`src/sv/nfida_pkg.sv`:
```
`timescale 1ns / 1ps
`default_nettype none
// ---------------------------------------------------------------------------
// nfida_pkg: shared types and constants of the next-fit id allocator
// Field widths, status codes, controller states and the command/status
// structures that join the controller to the datapath.
// ---------------------------------------------------------------------------
package nfida_pkg;

    localparam int NUM_IDS_DEF   = 2048;
    localparam int WORD_BITS_DEF = 32;

    // Fixed widths of the channel fields.
    localparam int RID_W   = 12;
    localparam int GRANT_W = 11;
    localparam int STAT_W  = 2;

    typedef enum logic [STAT_W-1:0] {
        ST_OK        = 2'd0,
        ST_EXHAUSTED = 2'd1,
        ST_BAD_ID    = 2'd2
    } t_status;

    localparam logic OP_ALLOC   = 1'b0;
    localparam logic OP_RELEASE = 1'b1;

    typedef enum logic [2:0] {
        S_IDLE,
        S_DECODE,
        S_SCAN,
        S_REL_WR,
        S_FINISH
    } t_state;

    typedef struct packed {
        logic load;      // capture the request, arm the scan
        logic rd_scan;   // read the next bitmap word of the scan
        logic chk;       // the word read last is being examined
        logic grant;     // mark the free id found, result = granted id
        logic no_free;   // result = exhausted
        logic bad_id;    // result = release id out of range
        logic rd_rel;    // read the word that holds the release id
        logic wr_rel;    // clear the release id's bit, result = ok
        logic out_load;  // move the result into the output register
    } t_dp_cmd;

    typedef struct packed {
        logic op_rel;     // request is a release
        logic rid_bad;    // release id is out of range
        logic found;      // the examined word holds a free id
        logic scan_done;  // every word of the scan has been read
    } t_dp_sts;

endpackage
`default_nettype wire

```
`src/sv/nfida_if.sv`:
```
`timescale 1ns / 1ps
`default_nettype none
// ---------------------------------------------------------------------------
// nfida_if: request and response channels of the id allocator
// Valid/ready channels; a transfer happens when valid and ready are high.
// ---------------------------------------------------------------------------
interface nfida_req_if;
    logic                        valid;
    logic                        ready;
    logic                        op;
    logic [nfida_pkg::RID_W-1:0] release_id;

    modport source (output valid, output op, output release_id, input ready);
    modport sink   (input valid, input op, input release_id, output ready);
endinterface

interface nfida_rsp_if;
    logic                          valid;
    logic                          ready;
    logic [nfida_pkg::GRANT_W-1:0] granted_id;
    logic [nfida_pkg::STAT_W-1:0]  status;

    modport source (output valid, output granted_id, output status, input ready);
    modport sink   (input valid, input granted_id, input status, output ready);
endinterface
`default_nettype wire

```
`src/sv/nfida_dp.sv`:
```
`timescale 1ns / 1ps
`default_nettype none
// ---------------------------------------------------------------------------
// nfida_dp: bitmap memory, next-fit scan datapath and result register
// One bitmap word is read per cycle; the word read last is examined for a
// free id while the next read is issued.
// ---------------------------------------------------------------------------
module nfida_dp #(
    parameter int NUM_IDS   = nfida_pkg::NUM_IDS_DEF,
    parameter int WORD_BITS = nfida_pkg::WORD_BITS_DEF
) (
    input  wire logic                          i_clk,
    input  wire logic                          i_rst_n,
    input  wire nfida_pkg::t_dp_cmd            i_cmd,
    input  wire logic                          i_op,
    input  wire logic [nfida_pkg::RID_W-1:0]   i_release_id,
    output nfida_pkg::t_dp_sts                 o_sts,
    output logic      [nfida_pkg::GRANT_W-1:0] o_granted_id,
    output logic      [nfida_pkg::STAT_W-1:0]  o_status
);

    // WORD_BITS is a power of two, so an id splits into {word, bit}.
    localparam int NUM_WORDS = (NUM_IDS + WORD_BITS - 1) / WORD_BITS;
    localparam int ID_W      = $clog2(NUM_IDS);
    localparam int BIT_W     = $clog2(WORD_BITS);
    localparam int WA_W      = (NUM_WORDS > 1) ? $clog2(NUM_WORDS) : 1;
    localparam int LEFT_W    = $clog2(NUM_WORDS + 2);
    localparam int LAST_BITS = NUM_IDS - (NUM_WORDS - 1) * WORD_BITS;
    localparam logic [WORD_BITS-1:0] LAST_MASK =
        {WORD_BITS{1'b1}} >> (WORD_BITS - LAST_BITS);
    localparam logic [WA_W-1:0]   LAST_WORD = WA_W'(NUM_WORDS - 1);
    localparam logic [ID_W-1:0]   LAST_ID   = ID_W'(NUM_IDS - 1);
    localparam logic [LEFT_W-1:0] SCAN_LEN  = LEFT_W'(NUM_WORDS + 1);

    logic [WORD_BITS-1:0] mem [NUM_WORDS];
    logic [NUM_WORDS-1:0] r_row_v;

    logic [ID_W-1:0]                r_start;
    logic                           r_op;
    logic [nfida_pkg::RID_W-1:0]    r_rid;
    logic [WA_W-1:0]                r_addr;
    logic [LEFT_W-1:0]              r_left;
    logic                           r_first;
    logic [WA_W-1:0]                r_raddr;
    logic [WORD_BITS-1:0]           r_rdata;
    logic                           r_rrow_v;
    logic [ID_W-1:0]                r_res_id;
    logic [nfida_pkg::STAT_W-1:0]   r_res_st;
    logic [nfida_pkg::GRANT_W-1:0]  r_out_id;
    logic [nfida_pkg::STAT_W-1:0]   r_out_st;

    logic                 rd_en;
    logic [WA_W-1:0]      rd_addr;
    logic [WA_W-1:0]      rid_word;
    logic [BIT_W-1:0]     rid_bit;
    logic [WORD_BITS-1:0] word_cur;
    logic [WORD_BITS-1:0] lim_mask;
    logic [WORD_BITS-1:0] start_mask;
    logic [WORD_BITS-1:0] free_bits;
    logic [BIT_W-1:0]     free_idx;
    logic [ID_W-1:0]      found_id;
    logic                 wr_en;
    logic [WORD_BITS-1:0] wr_data;
    logic                 rid_bad;

    assign rid_word = WA_W'(r_rid >> BIT_W);
    assign rid_bit  = r_rid[BIT_W-1:0];
    assign rid_bad  = (32'(r_rid) >= NUM_IDS);

    assign rd_en   = i_cmd.rd_scan | i_cmd.rd_rel;
    assign rd_addr = i_cmd.rd_rel ? rid_word : r_addr;

    // A row never written since reset reads as all free.
    assign word_cur   = r_rrow_v ? r_rdata : '0;
    assign lim_mask   = (r_raddr == LAST_WORD) ? LAST_MASK : {WORD_BITS{1'b1}};
    assign start_mask = r_first ? ({WORD_BITS{1'b1}} << r_start[BIT_W-1:0])
                                : {WORD_BITS{1'b1}};
    assign free_bits  = ~word_cur & lim_mask & start_mask;

    // Lowest free bit of the examined word.
    always_comb begin
        free_idx = '0;
        for (int i = WORD_BITS - 1; i >= 0; i--) begin
            if (free_bits[i]) begin
                free_idx = BIT_W'(i);
            end
        end
    end

    assign found_id = ID_W'({r_raddr, free_idx});

    assign wr_en   = i_cmd.grant | i_cmd.wr_rel;
    assign wr_data = i_cmd.grant
                   ? (word_cur |  ({{(WORD_BITS-1){1'b0}}, 1'b1} << free_idx))
                   : (word_cur & ~({{(WORD_BITS-1){1'b0}}, 1'b1} << rid_bit));

    always_comb begin
        o_sts.op_rel    = (r_op == nfida_pkg::OP_RELEASE);
        o_sts.rid_bad   = rid_bad;
        o_sts.found     = |free_bits;
        o_sts.scan_done = (r_left == '0);
    end

    // Bitmap memory: one read and one write port, registered read data.
    always_ff @(posedge i_clk) begin
        if (rd_en) begin
            r_rdata <= mem[rd_addr];
        end
        if (wr_en) begin
            mem[r_raddr] <= wr_data;
        end
    end

    always_ff @(posedge i_clk) begin
        if (!i_rst_n) begin
            r_row_v  <= '0;
            r_start  <= '0;
            r_rrow_v <= 1'b0;
        end else begin
            if (rd_en) begin
                r_rrow_v <= r_row_v[rd_addr];
            end
            if (wr_en) begin
                r_row_v[r_raddr] <= 1'b1;
            end
            if (i_cmd.grant) begin
                r_start <= (found_id == LAST_ID) ? '0 : found_id + 1'b1;
            end
        end
    end

    always_ff @(posedge i_clk) begin
        if (i_cmd.load) begin
            r_op    <= i_op;
            r_rid   <= i_release_id;
            r_addr  <= WA_W'(r_start >> BIT_W);
            r_left  <= SCAN_LEN;
            r_first <= 1'b1;
        end
        if (i_cmd.rd_scan) begin
            r_addr <= (r_addr == LAST_WORD) ? '0 : r_addr + 1'b1;
            r_left <= r_left - 1'b1;
        end
        if (i_cmd.chk) begin
            r_first <= 1'b0;
        end
        if (rd_en) begin
            r_raddr <= rd_addr;
        end
        if (i_cmd.grant) begin
            r_res_id <= found_id;
            r_res_st <= nfida_pkg::ST_OK;
        end
        if (i_cmd.no_free) begin
            r_res_id <= '0;
            r_res_st <= nfida_pkg::ST_EXHAUSTED;
        end
        if (i_cmd.bad_id) begin
            r_res_id <= '0;
            r_res_st <= nfida_pkg::ST_BAD_ID;
        end
        if (i_cmd.wr_rel) begin
            r_res_id <= '0;
            r_res_st <= nfida_pkg::ST_OK;
        end
        if (i_cmd.out_load) begin
            r_out_id <= nfida_pkg::GRANT_W'(r_res_id);
            r_out_st <= r_res_st;
        end
    end

    assign o_granted_id = r_out_id;
    assign o_status     = r_out_st;

endmodule
`default_nettype wire

```
`src/sv/nfida_ctrl.sv`:
```
`timescale 1ns / 1ps
`default_nettype none
// ---------------------------------------------------------------------------
// nfida_ctrl: request sequencer of the id allocator
// Steps the datapath through decode, scan or release, and hands the result
// to the output register.
// ---------------------------------------------------------------------------
module nfida_ctrl (
    input  wire logic               i_clk,
    input  wire logic               i_rst_n,
    input  wire logic               i_in_valid,
    output logic                    o_in_ready,
    input  wire logic               i_out_ready,
    output logic                    o_out_valid,
    input  wire nfida_pkg::t_dp_sts i_sts,
    output nfida_pkg::t_dp_cmd      o_cmd
);

    nfida_pkg::t_state r_state, n_state;
    logic              r_out_valid, n_out_valid;

    always_ff @(posedge i_clk) begin
        if (!i_rst_n) begin
            r_state     <= nfida_pkg::S_IDLE;
            r_out_valid <= 1'b0;
        end else begin
            r_state     <= n_state;
            r_out_valid <= n_out_valid;
        end
    end

    always_comb begin
        n_state    = r_state;
        o_cmd      = '0;
        o_in_ready = 1'b0;
        case (r_state)
            nfida_pkg::S_IDLE: begin
                o_in_ready = 1'b1;
                if (i_in_valid) begin
                    o_cmd.load = 1'b1;
                    n_state    = nfida_pkg::S_DECODE;
                end
            end
            nfida_pkg::S_DECODE: begin
                if (!i_sts.op_rel) begin
                    o_cmd.rd_scan = 1'b1;
                    n_state       = nfida_pkg::S_SCAN;
                end else if (i_sts.rid_bad) begin
                    o_cmd.bad_id = 1'b1;
                    n_state      = nfida_pkg::S_FINISH;
                end else begin
                    o_cmd.rd_rel = 1'b1;
                    n_state      = nfida_pkg::S_REL_WR;
                end
            end
            nfida_pkg::S_SCAN: begin
                o_cmd.chk = 1'b1;
                if (i_sts.found) begin
                    o_cmd.grant = 1'b1;
                    n_state     = nfida_pkg::S_FINISH;
                end else if (i_sts.scan_done) begin
                    o_cmd.no_free = 1'b1;
                    n_state       = nfida_pkg::S_FINISH;
                end else begin
                    o_cmd.rd_scan = 1'b1;
                end
            end
            nfida_pkg::S_REL_WR: begin
                o_cmd.wr_rel = 1'b1;
                n_state      = nfida_pkg::S_FINISH;
            end
            nfida_pkg::S_FINISH: begin
                if (!r_out_valid || i_out_ready) begin
                    o_cmd.out_load = 1'b1;
                    n_state        = nfida_pkg::S_IDLE;
                end
            end
            default: begin
                n_state = nfida_pkg::S_IDLE;
            end
        endcase
    end

    always_comb begin
        n_out_valid = r_out_valid;
        if (o_cmd.out_load) begin
            n_out_valid = 1'b1;
        end else if (i_out_ready) begin
            n_out_valid = 1'b0;
        end
    end

    assign o_out_valid = r_out_valid;

endmodule
`default_nettype wire

```
`src/sv/next_fit_id_bitmap_allocator.sv`:
```
`timescale 1ns / 1ps
`default_nettype none
// ---------------------------------------------------------------------------
// next_fit_id_bitmap_allocator: next-fit identifier allocator over a bitmap
// Hands out and takes back ids 0..NUM_IDS-1 kept as a bitmap in memory.
// ---------------------------------------------------------------------------
// Usage:
//   i_req carries one request per transfer: op selects allocate or release,
//   release_id names the id to free on a release. o_rsp returns exactly one
//   result per request, in order: granted_id and status (ok, no free id, or
//   release id out of range).
//   An allocate scans the bitmap one word per cycle through the single read
//   port of the bitmap memory, starting at the word that holds the id after
//   the last grant and wrapping to id 0; at most NUM_IDS/WORD_BITS + 1 words
//   are examined. An allocate steps from decode through the scan to the
//   finish state. A release is a read-modify-write of one word, read in
//   decode and written back in its own state; an out-of-range release goes
//   from decode straight to finish. One request is in flight at a time, so
//   a new request is taken only once the last one has left its finish state.
//   The output register decouples the two sides: the next request is taken
//   while a result still waits for its transfer, and a finished request
//   holds in its last state until the output register frees up.
//   Reset clears the whole bitmap at once (per-word valid flags) and sets
//   the search start to id 0; a request may follow reset directly.
// ---------------------------------------------------------------------------
module next_fit_id_bitmap_allocator #(
    parameter int NUM_IDS   = nfida_pkg::NUM_IDS_DEF,
    parameter int WORD_BITS = nfida_pkg::WORD_BITS_DEF
) (
    input  wire logic  i_clk,
    input  wire logic  i_rst_n,
    nfida_req_if.sink  i_req,
    nfida_rsp_if.source o_rsp
);

    nfida_pkg::t_dp_cmd cmd;
    nfida_pkg::t_dp_sts sts;

    // Sequencer: request/response handshakes and command sequence.
    nfida_ctrl u_ctrl (
        .i_clk       (i_clk),
        .i_rst_n     (i_rst_n),
        .i_in_valid  (i_req.valid),
        .o_in_ready  (i_req.ready),
        .i_out_ready (o_rsp.ready),
        .o_out_valid (o_rsp.valid),
        .i_sts       (sts),
        .o_cmd       (cmd)
    );

    // Datapath: bitmap memory, scan logic, search start and result register.
    nfida_dp #(
        .NUM_IDS   (NUM_IDS),
        .WORD_BITS (WORD_BITS)
    ) u_dp (
        .i_clk        (i_clk),
        .i_rst_n      (i_rst_n),
        .i_cmd        (cmd),
        .i_op         (i_req.op),
        .i_release_id (i_req.release_id),
        .o_sts        (sts),
        .o_granted_id (o_rsp.granted_id),
        .o_status     (o_rsp.status)
    );

endmodule
`default_nettype wire
```
`src/flat_wrapper.sv`:
```
// flat-port wrapper written by rule: the top's interface ports become plain ports
module next_fit_id_bitmap_allocator_flat 
#(
    parameter int NUM_IDS   = nfida_pkg::NUM_IDS_DEF,
    parameter int WORD_BITS = nfida_pkg::WORD_BITS_DEF
)
  (i_clk, i_rst_n, i_req_valid, i_req_op, i_req_release_id, i_req_ready, o_rsp_valid, o_rsp_granted_id, o_rsp_status, o_rsp_ready);
  nfida_req_if i_req_i ();
  nfida_rsp_if o_rsp_i ();
  input  wire logic i_clk;
  input  wire logic i_rst_n;
  input wire logic [$bits(i_req_i.valid)-1:0] i_req_valid;
  input wire logic [$bits(i_req_i.op)-1:0] i_req_op;
  input wire logic [$bits(i_req_i.release_id)-1:0] i_req_release_id;
  output wire logic [$bits(i_req_i.ready)-1:0] i_req_ready;
  output wire logic [$bits(o_rsp_i.valid)-1:0] o_rsp_valid;
  output wire logic [$bits(o_rsp_i.granted_id)-1:0] o_rsp_granted_id;
  output wire logic [$bits(o_rsp_i.status)-1:0] o_rsp_status;
  input wire logic [$bits(o_rsp_i.ready)-1:0] o_rsp_ready;
  assign i_req_i.valid = i_req_valid;
  assign i_req_i.op = i_req_op;
  assign i_req_i.release_id = i_req_release_id;
  assign i_req_ready = i_req_i.ready;
  assign o_rsp_valid = o_rsp_i.valid;
  assign o_rsp_granted_id = o_rsp_i.granted_id;
  assign o_rsp_status = o_rsp_i.status;
  assign o_rsp_i.ready = o_rsp_ready;
  next_fit_id_bitmap_allocator #(.NUM_IDS(NUM_IDS), .WORD_BITS(WORD_BITS)) u_core (.i_clk(i_clk), .i_rst_n(i_rst_n), .i_req(i_req_i), .o_rsp(o_rsp_i));
endmodule
```
`config.mk`:
```
export PLATFORM = sky130hd
export DESIGN_NAME = next_fit_id_bitmap_allocator_flat
export DESIGN_NICKNAME = d
export VERILOG_FILES = /design/src/sv/nfida_pkg.sv /design/src/sv/nfida_if.sv /design/src/sv/nfida_dp.sv /design/src/sv/nfida_ctrl.sv /design/src/sv/next_fit_id_bitmap_allocator.sv /design/src/flat_wrapper.sv
export SDC_FILE = /design/constraint.sdc
export NUM_CORES = 2
export LEC_CHECK = 0
export ABC_CLOCK_PERIOD_IN_PS = 7250
export BUFFER_PORTS_ARGS = -buffer_cell sky130_fd_sc_hd__buf_2
export CORE_MARGIN = 10
export CORE_UTILIZATION = 45
export CTS_CLUSTER_SIZE = 12
export DETAILED_ROUTE_END_ITERATION = 16
export PLACE_DENSITY_LB_ADDON = 0.15
export SLEW_MARGIN = 20
export SYNTH_ARGS = -nofsm -noshare
export SYNTH_HDL_FRONTEND = slang
export SYNTH_HIERARCHICAL = 1
export SYNTH_SLANG_ARGS = --single-unit
```
`constraint.sdc`:
```
create_clock -name i_clk -period 7.25 [get_ports i_clk]
set_input_delay 0.725 -clock i_clk [delete_from_list [all_inputs] [get_ports i_clk]]
set_output_delay 0.725 -clock i_clk [all_outputs]
set_load 0.01 [all_outputs]
```
# Yosys cells after proc, flatten, opt, wreduce, memory -nomap -nowiden
# Memory sizes are Yosys's and may differ from the RTL's. A register that Yosys moved wholly into a read port is not among the register bits.
# Cells that the tools add are included.
# word_totals
ramBits	2048
elab_cells	135
mem_count	1
reg_bits	139
# classes
n_eq_ne	9
bitwise	8
order_cmp	4
reduce_logical	13
n_shift	3
addsub	3
n_mux	78
# mem_list
name	words	word_bits	rd	rd_ports_with_merged_regs	write_ports	line	text
u_core.u_dp.mem	64	32	1	1	1	nfida_dp.sv:35	logic [WORD_BITS-1:0] mem [NUM_WORDS];
# ops
operator	count
$mux 5	32
$mux 32	3
$and 32x32->32	2
$not 32->32	2
$or 64x64->64	1
$shl 1x5->32 const A	2
$or 32x32->32	1
$reduce_or 32->1	1
$shl 32x5->32 const A	1
$mux 6	4
$mux 3	7
$mux 1	20
$pmux 3 s5	1
$lt 6x7->1 const B	2
$mux 7	2
$ge 12x12->1 const B	1
$add 11x1->11 const B	1
$eq 11x11->1 const B	1
$mux 11	1
$mux 2	5
$logic_not 7->1	1
$sub 7x1->7 const B	1
$add 6x1->6 const B	1
$bmux 1 s6	1
19 further kinds	24

# Depth between registers and ports, before layout
# depth
word_depth	38
ltp_mapped	19
depth_no_buf	14

# By module
# The synthesis kept the hierarchy.
# by_module_without_submodules
mod	n_inst	seq_area_each_um2	cells_each	area_per_inst_um2
nfida_dp	1	65612.9	7182	89091.7
nfida_ctrl	1	80.1	36	292.8

# Least setup slack after synthesis
# No wires, ideal clock.
# synth_timing
kind	register to register
from	register u_core.u_dp.r_first
to	memory u_core/u_dp/mem[0][27] (netlist bit), data pin
stages_incl_launch_ff	14
setup_ns	0.703
t_arrival_ns	4.714
slack_ns	1.833
period_less_slack_ns	5.417
path_cell_list	dfxtp_1 buf_2 buf_1 a31oi_1 o22ai_1 nand4_1 a31oi_1 o211ai_1 nand4_1 and3_1 ha_1 ha_1 inv_1 o21ai_0
# synth_via
elab_chain_len	37
elab_cells_between_ends	40
# synth_lines
element	line	text
from (decl)	nfida_dp.sv:43	logic r_first;
from (signal assigned)	nfida_dp.sv:138	r_first <= 1'b1;
from (signal assigned)	nfida_dp.sv:145	r_first <= 1'b0;
$mux 32 *	nfida_dp.sv:76	assign start_mask = r_first ? ({WORD_BITS{1'b1}} << r_start[BIT_W-1:0])
$and 32x32->32 *	nfida_dp.sv:78	assign free_bits = ~word_cur & lim_mask & start_mask;
$mux 5 (31 in a row)	nfida_dp.sv:84	if (free_bits[i]) begin
$mux 5 *	nfida_dp.sv:84	
via u_core.u_dp.free_idx[1]	nfida_dp.sv:60	logic [BIT_W-1:0] free_idx;
$shl 1x5->32 *	nfida_dp.sv:94	? (word_cur | ({{(WORD_BITS-1){1'b0}}, 1'b1} << free_idx))
$or 32x32->32 *	nfida_dp.sv:94	
$mux 32 *	nfida_dp.sv:94	
via u_core.u_dp.wr_data[27]	nfida_dp.sv:63	logic [WORD_BITS-1:0] wr_data;
to (decl)	nfida_dp.sv:35	
# The timed path passes the listed nets; every way through them passes the cells marked *.

==> impl_metrics.json <==
{
  "reg2reg_slack_ps": 1470,
  "die_area_sq_um": 216900,
  "fin_crit_ps": 5785,
  "layout-drive-gt1-share_pct": 9.038,
  "port_buffers": 31,
  "cts_sinks": 2219,
  "worstHoldStart": "i_req_release_id[4]",
  "area_delta_synth_final_pct": 12.94,
  "clock_path_buffers": 3,
  "fin_nets": 7213,
  "root_buffer": "clkbuf_16",
  "hpwl_mm": 144.2,
  "initial_core_util_pct": 45.28,
  "top_level_ports": 32,
  "drc": 0,
  "max_slew.worst_pin.slew_ps": 1239,
  "die_x_um": 465.7,
  "overflow": 0,
  "syn_area_sq_um": 89380,
  "met3_usage_pct": 4.389,
  "holdWs_ps": 50.42,
  "ys.flop_type": "edfxtp_1",
  "cp_data_arrival_time_ps": 6500,
  "setup_viol": 0,
  "post-cts-setup-buffers": 0,
  "worst_clock_skew_ps": 48.66,
  "r2r-end": "u_core/u_dp/r_row_v[52]",
  "yosysUniqueCellTypes": 77,
  "vdd_drop_max_v": 0.0002314,
  "total_leakage_power_nw": 34.05,
  "final_common_cell": "nand2_1",
  "synth_edf_count": 2125,
  "numCtsBuffers": 225,
  "ys_seq_area_share_pct": 73.49,
  "rsz0062_at_grt": "false",
  "final_max_slew_viol_count": 0,
  "wl_mm": 272.3,
  "gp_congestion": 0.8466,
  "dr_total_vias": 59580,
  "finalHoldViolations": 0,
  "drt_first_iter_violations": 6982,
  "power_density_nw_per_um2": 283.1,
  "coreArea_sq_um": 197400,
  "cp_cell_sequence": "nand2_2 > o311ai_2 > a21oi_1 > nor4_1 > nand3_1 > and2_1 > buf_4 > nor2_1 > nor2_1 > nand3_1 > nor2_4 > buf_4 > nor2_1 > nor2_1",
  "cpMostUsedCell": "nor2_1",
  "drv_cap": 0,
  "final_util_pct": 51.13,
  "antenna_found_initial": 8,
  "cp_max_fo": 20,
  "fmaxAchievable_ghz": 0.1729,
  "grt_pass1_wl_mm": 394.1,
  "grt_use_met2_pct": 36.71,
  "whs_endpoint": "u_core/u_dp/r_rid[4]",
  "top_usage_layer": "met2",
  "antenna_left": 0,
  "crit_type": "reg2reg",
  "async_reset_ff_share_pct": 0,
  "ys_seq_elements": 2219,
  "cts_tree": "done",
  "nFillCells": 16920,
  "synthCells": 7218,
  "cp_slowest_cell": "dfxtp_1",
  "ctsResizeCount": 0,
  "status": "finished, final reports clean",
  "required_ps": 7970,
  "slowest_delay_ps": 870,
  "r2r_start": "u_core/u_dp/r_start[4]",
  "reg2regPathDepth": 14,
  "grt_max_degree": 164,
  "relSlewSlack_pct": 16.82,
  "min_path_cells": 1,
  "yosys_warnings": 6,
  "regArea_sq_um": 65690,
  "insertion_delay_ps": 890,
  "placementRows": 163,
  "met1_usage_pct": 35.64,
  "dr.pass1.iters": 7,
  "min_path_type": "in2reg",
  "final_cell_mix": "nand2_1 (2174), edfxtp_1 (2125), nand3_1 (1096)",
  "synth.net_count": 7243,
  "fin_crit_sh_pct": 79.79,
  "grt_pass1_vias": 55750,
  "routedWlPerCell_um": 27.19,
  "fin_setup_tns_ps": 0,
  "syn_avg_cell_area_sq_um": 12.38,
  "die_h_um": 465.7,
  "clkTransAtPathRegs_ps": 60,
  "cts_htree_levels": 4,
  "grt_usage_pct": 24.41,
  "crit_path_start_kind": "flop",
  "endpoint_kind": "flop",
  "multi_input_area_sq_um": 22620,
  "avgViaCountPerCell": 5.949
}
-- worst max-delay path by stage --
stage	startpoint	to	slack [ps]	depth (start not counted)
final	u_core/u_dp/r_start[4]	u_core/u_dp/r_row_v[52]	1470	14
after CTS	u_core/u_dp/r_start[2]	u_core/u_dp/r_row_v[52]	1500	14
after global placement	u_core/u_dp/r_start[4]	u_core/u_dp/r_row_v[52]	1500	14
after floorplan	u_core/u_dp/r_first	u_core/u_dp/mem[0][27]	1830	13
after detailed placement	u_core/u_dp/r_start[2]	u_core/u_dp/r_row_v[52]	1520	14
after global routing	u_core/u_dp/r_start[2]	u_core/u_dp/r_row_v[52]	1040	14
-- stage by stage --
step	area, sq um	std cells	power, mW	setup WS [ps]
floorplan	89380	7218	16.43	1833
global placement	93710	9580	17.82	1497
detailed placement	93810	9584	17.85	1522
CTS	100800	10000	28.70	1498
global route	100900	10010	29.50	1041
finish	100900	10010	28.58	1465
-- worst max-delay path, delay by kind of cell (launching register included) --
kind                   cells  cell delay (ps)
buffers and inverters      2              700
flip-flops                 1              870
AND/OR/NAND/NOR           10             3360
AO/OA/AOI/OAI              2              650
-- final cells by class --
class	instances	share of cell area [%]
diodes	5	0.01239
clock buffers	344	6.270
clock inverters	64	0.5045
inverters	24	0.1115
multi-input cells	4462	22.40
flip-flops and latches	2219	65.08
well taps	2640	3.272
repair buffers	256	2.350
-- state kept, by name (all words and copies together) (netlist names) --
signal,flops
u_core/u_dp/o_status,2
u_core/u_dp/r_res_id,11
u_core/u_dp/r_row_v,64
u_core/u_dp/r_rid,12
u_core/u_dp/o_granted_id,11
u_core/u_dp/r_rrow_v,1
u_core/u_dp/r_start,11
u_core/u_ctrl/r_state,3
u_core/u_ctrl/o_out_valid,1
u_core/u_dp/r_raddr,6
u_core/u_dp/r_op,1
u_core/u_dp/r_addr,6
u_core/u_dp/r_first,1
u_core/u_dp/mem,2048
u_core/u_dp/r_left,7
u_core/u_dp/r_rdata,32
u_core/u_dp/r_res_st,2
-- metal layers --
metal	wire, um	vias up	share of wire [%]
met5	13	-	0.0048
met4	8875	2	3.3
met3	23610	380	8.7
met2	122000	2626	45
met1	117800	30140	43
li1	-	26430	-
-- cells by family (layout without fill, tap and decap cells) --
family / Yosys count / after routing / synth area share, %
flip-flops: 2219 / 2219 / 73.49
AND/OR/NAND/NOR: 3792 / 3792 / 18.18
AO/OA/AOI/OAI: 632 / 632 / 5.484
buffers and inverters: 537 / 688 / 2.408
other: 0 / 5 / 0
multiplexers: 18 / 18 / 0.2044
XOR/XNOR: 12 / 12 / 0.1176
adder cells (fa/ha/maj): 8 / 8 / 0.1120
-- where the power goes --
| group | switching, mW | internal, mW | leakage [nW] |
|---|---|---|---|
| sequential | 0.0784 | 14.1 | 19.6 |
| combinational | 2.57 | 0.893 | 11.2 |
| clock | 4.79 | 6.15 | 3.31 |
| total | 7.44 | 21.1 | 34.1 |
-- synth_stat cells, types with 3 or more instances --
library cell / count / area share [%]
nand2b_1: 7 / 0.049
o31ai_1: 3 / 0.025
inv_1: 19 / 0.080
buf_1: 48 / 0.20
ha_1: 8 / 0.11
nor2b_1: 7 / 0.049
o21ai_0: 24 / 0.13
a32o_1: 3 / 0.034
nor2_1: 265 / 1.1
xnor2_1: 6 / 0.059
o211ai_1: 18 / 0.15
nor3_1: 45 / 0.25
or3_1: 5 / 0.035
or2_2: 3 / 0.021
a311oi_1: 363 / 3.6
nand3_1: 1096 / 6.1
a32oi_1: 4 / 0.039
a31o_2: 3 / 0.029
clkbuf_1: 430 / 1.8
buf_6: 10 / 0.13
mux2i_1: 16 / 0.18
nor3b_1: 3 / 0.025
a22oi_1: 3 / 0.025
xor2_1: 6 / 0.059
dfxtp_1: 94 / 2.1
a21oi_1: 93 / 0.52
o221ai_1: 5 / 0.049
and3_1: 140 / 0.98
or4_1: 3 / 0.025
o22ai_1: 30 / 0.21
o211a_1: 3 / 0.034
buf_2: 14 / 0.078
buf_4: 11 / 0.092
a21o_1: 4 / 0.034
edfxtp_1: 2125 / 71
a211oi_1: 8 / 0.067
nand3b_1: 12 / 0.10
and2_1: 11 / 0.077
a21boi_0: 3 / 0.025
nand4_1: 7 / 0.049
a31oi_1: 40 / 0.28
nand2_1: 2174 / 9.1
-- repair_timing --
item / CTS / global route
endpoints found under the hold margin: 11 / 0
hold buffers: 11 / 0
endpoints found under the setup margin: 0 / 0
Power figures use the tool's default switching activity.
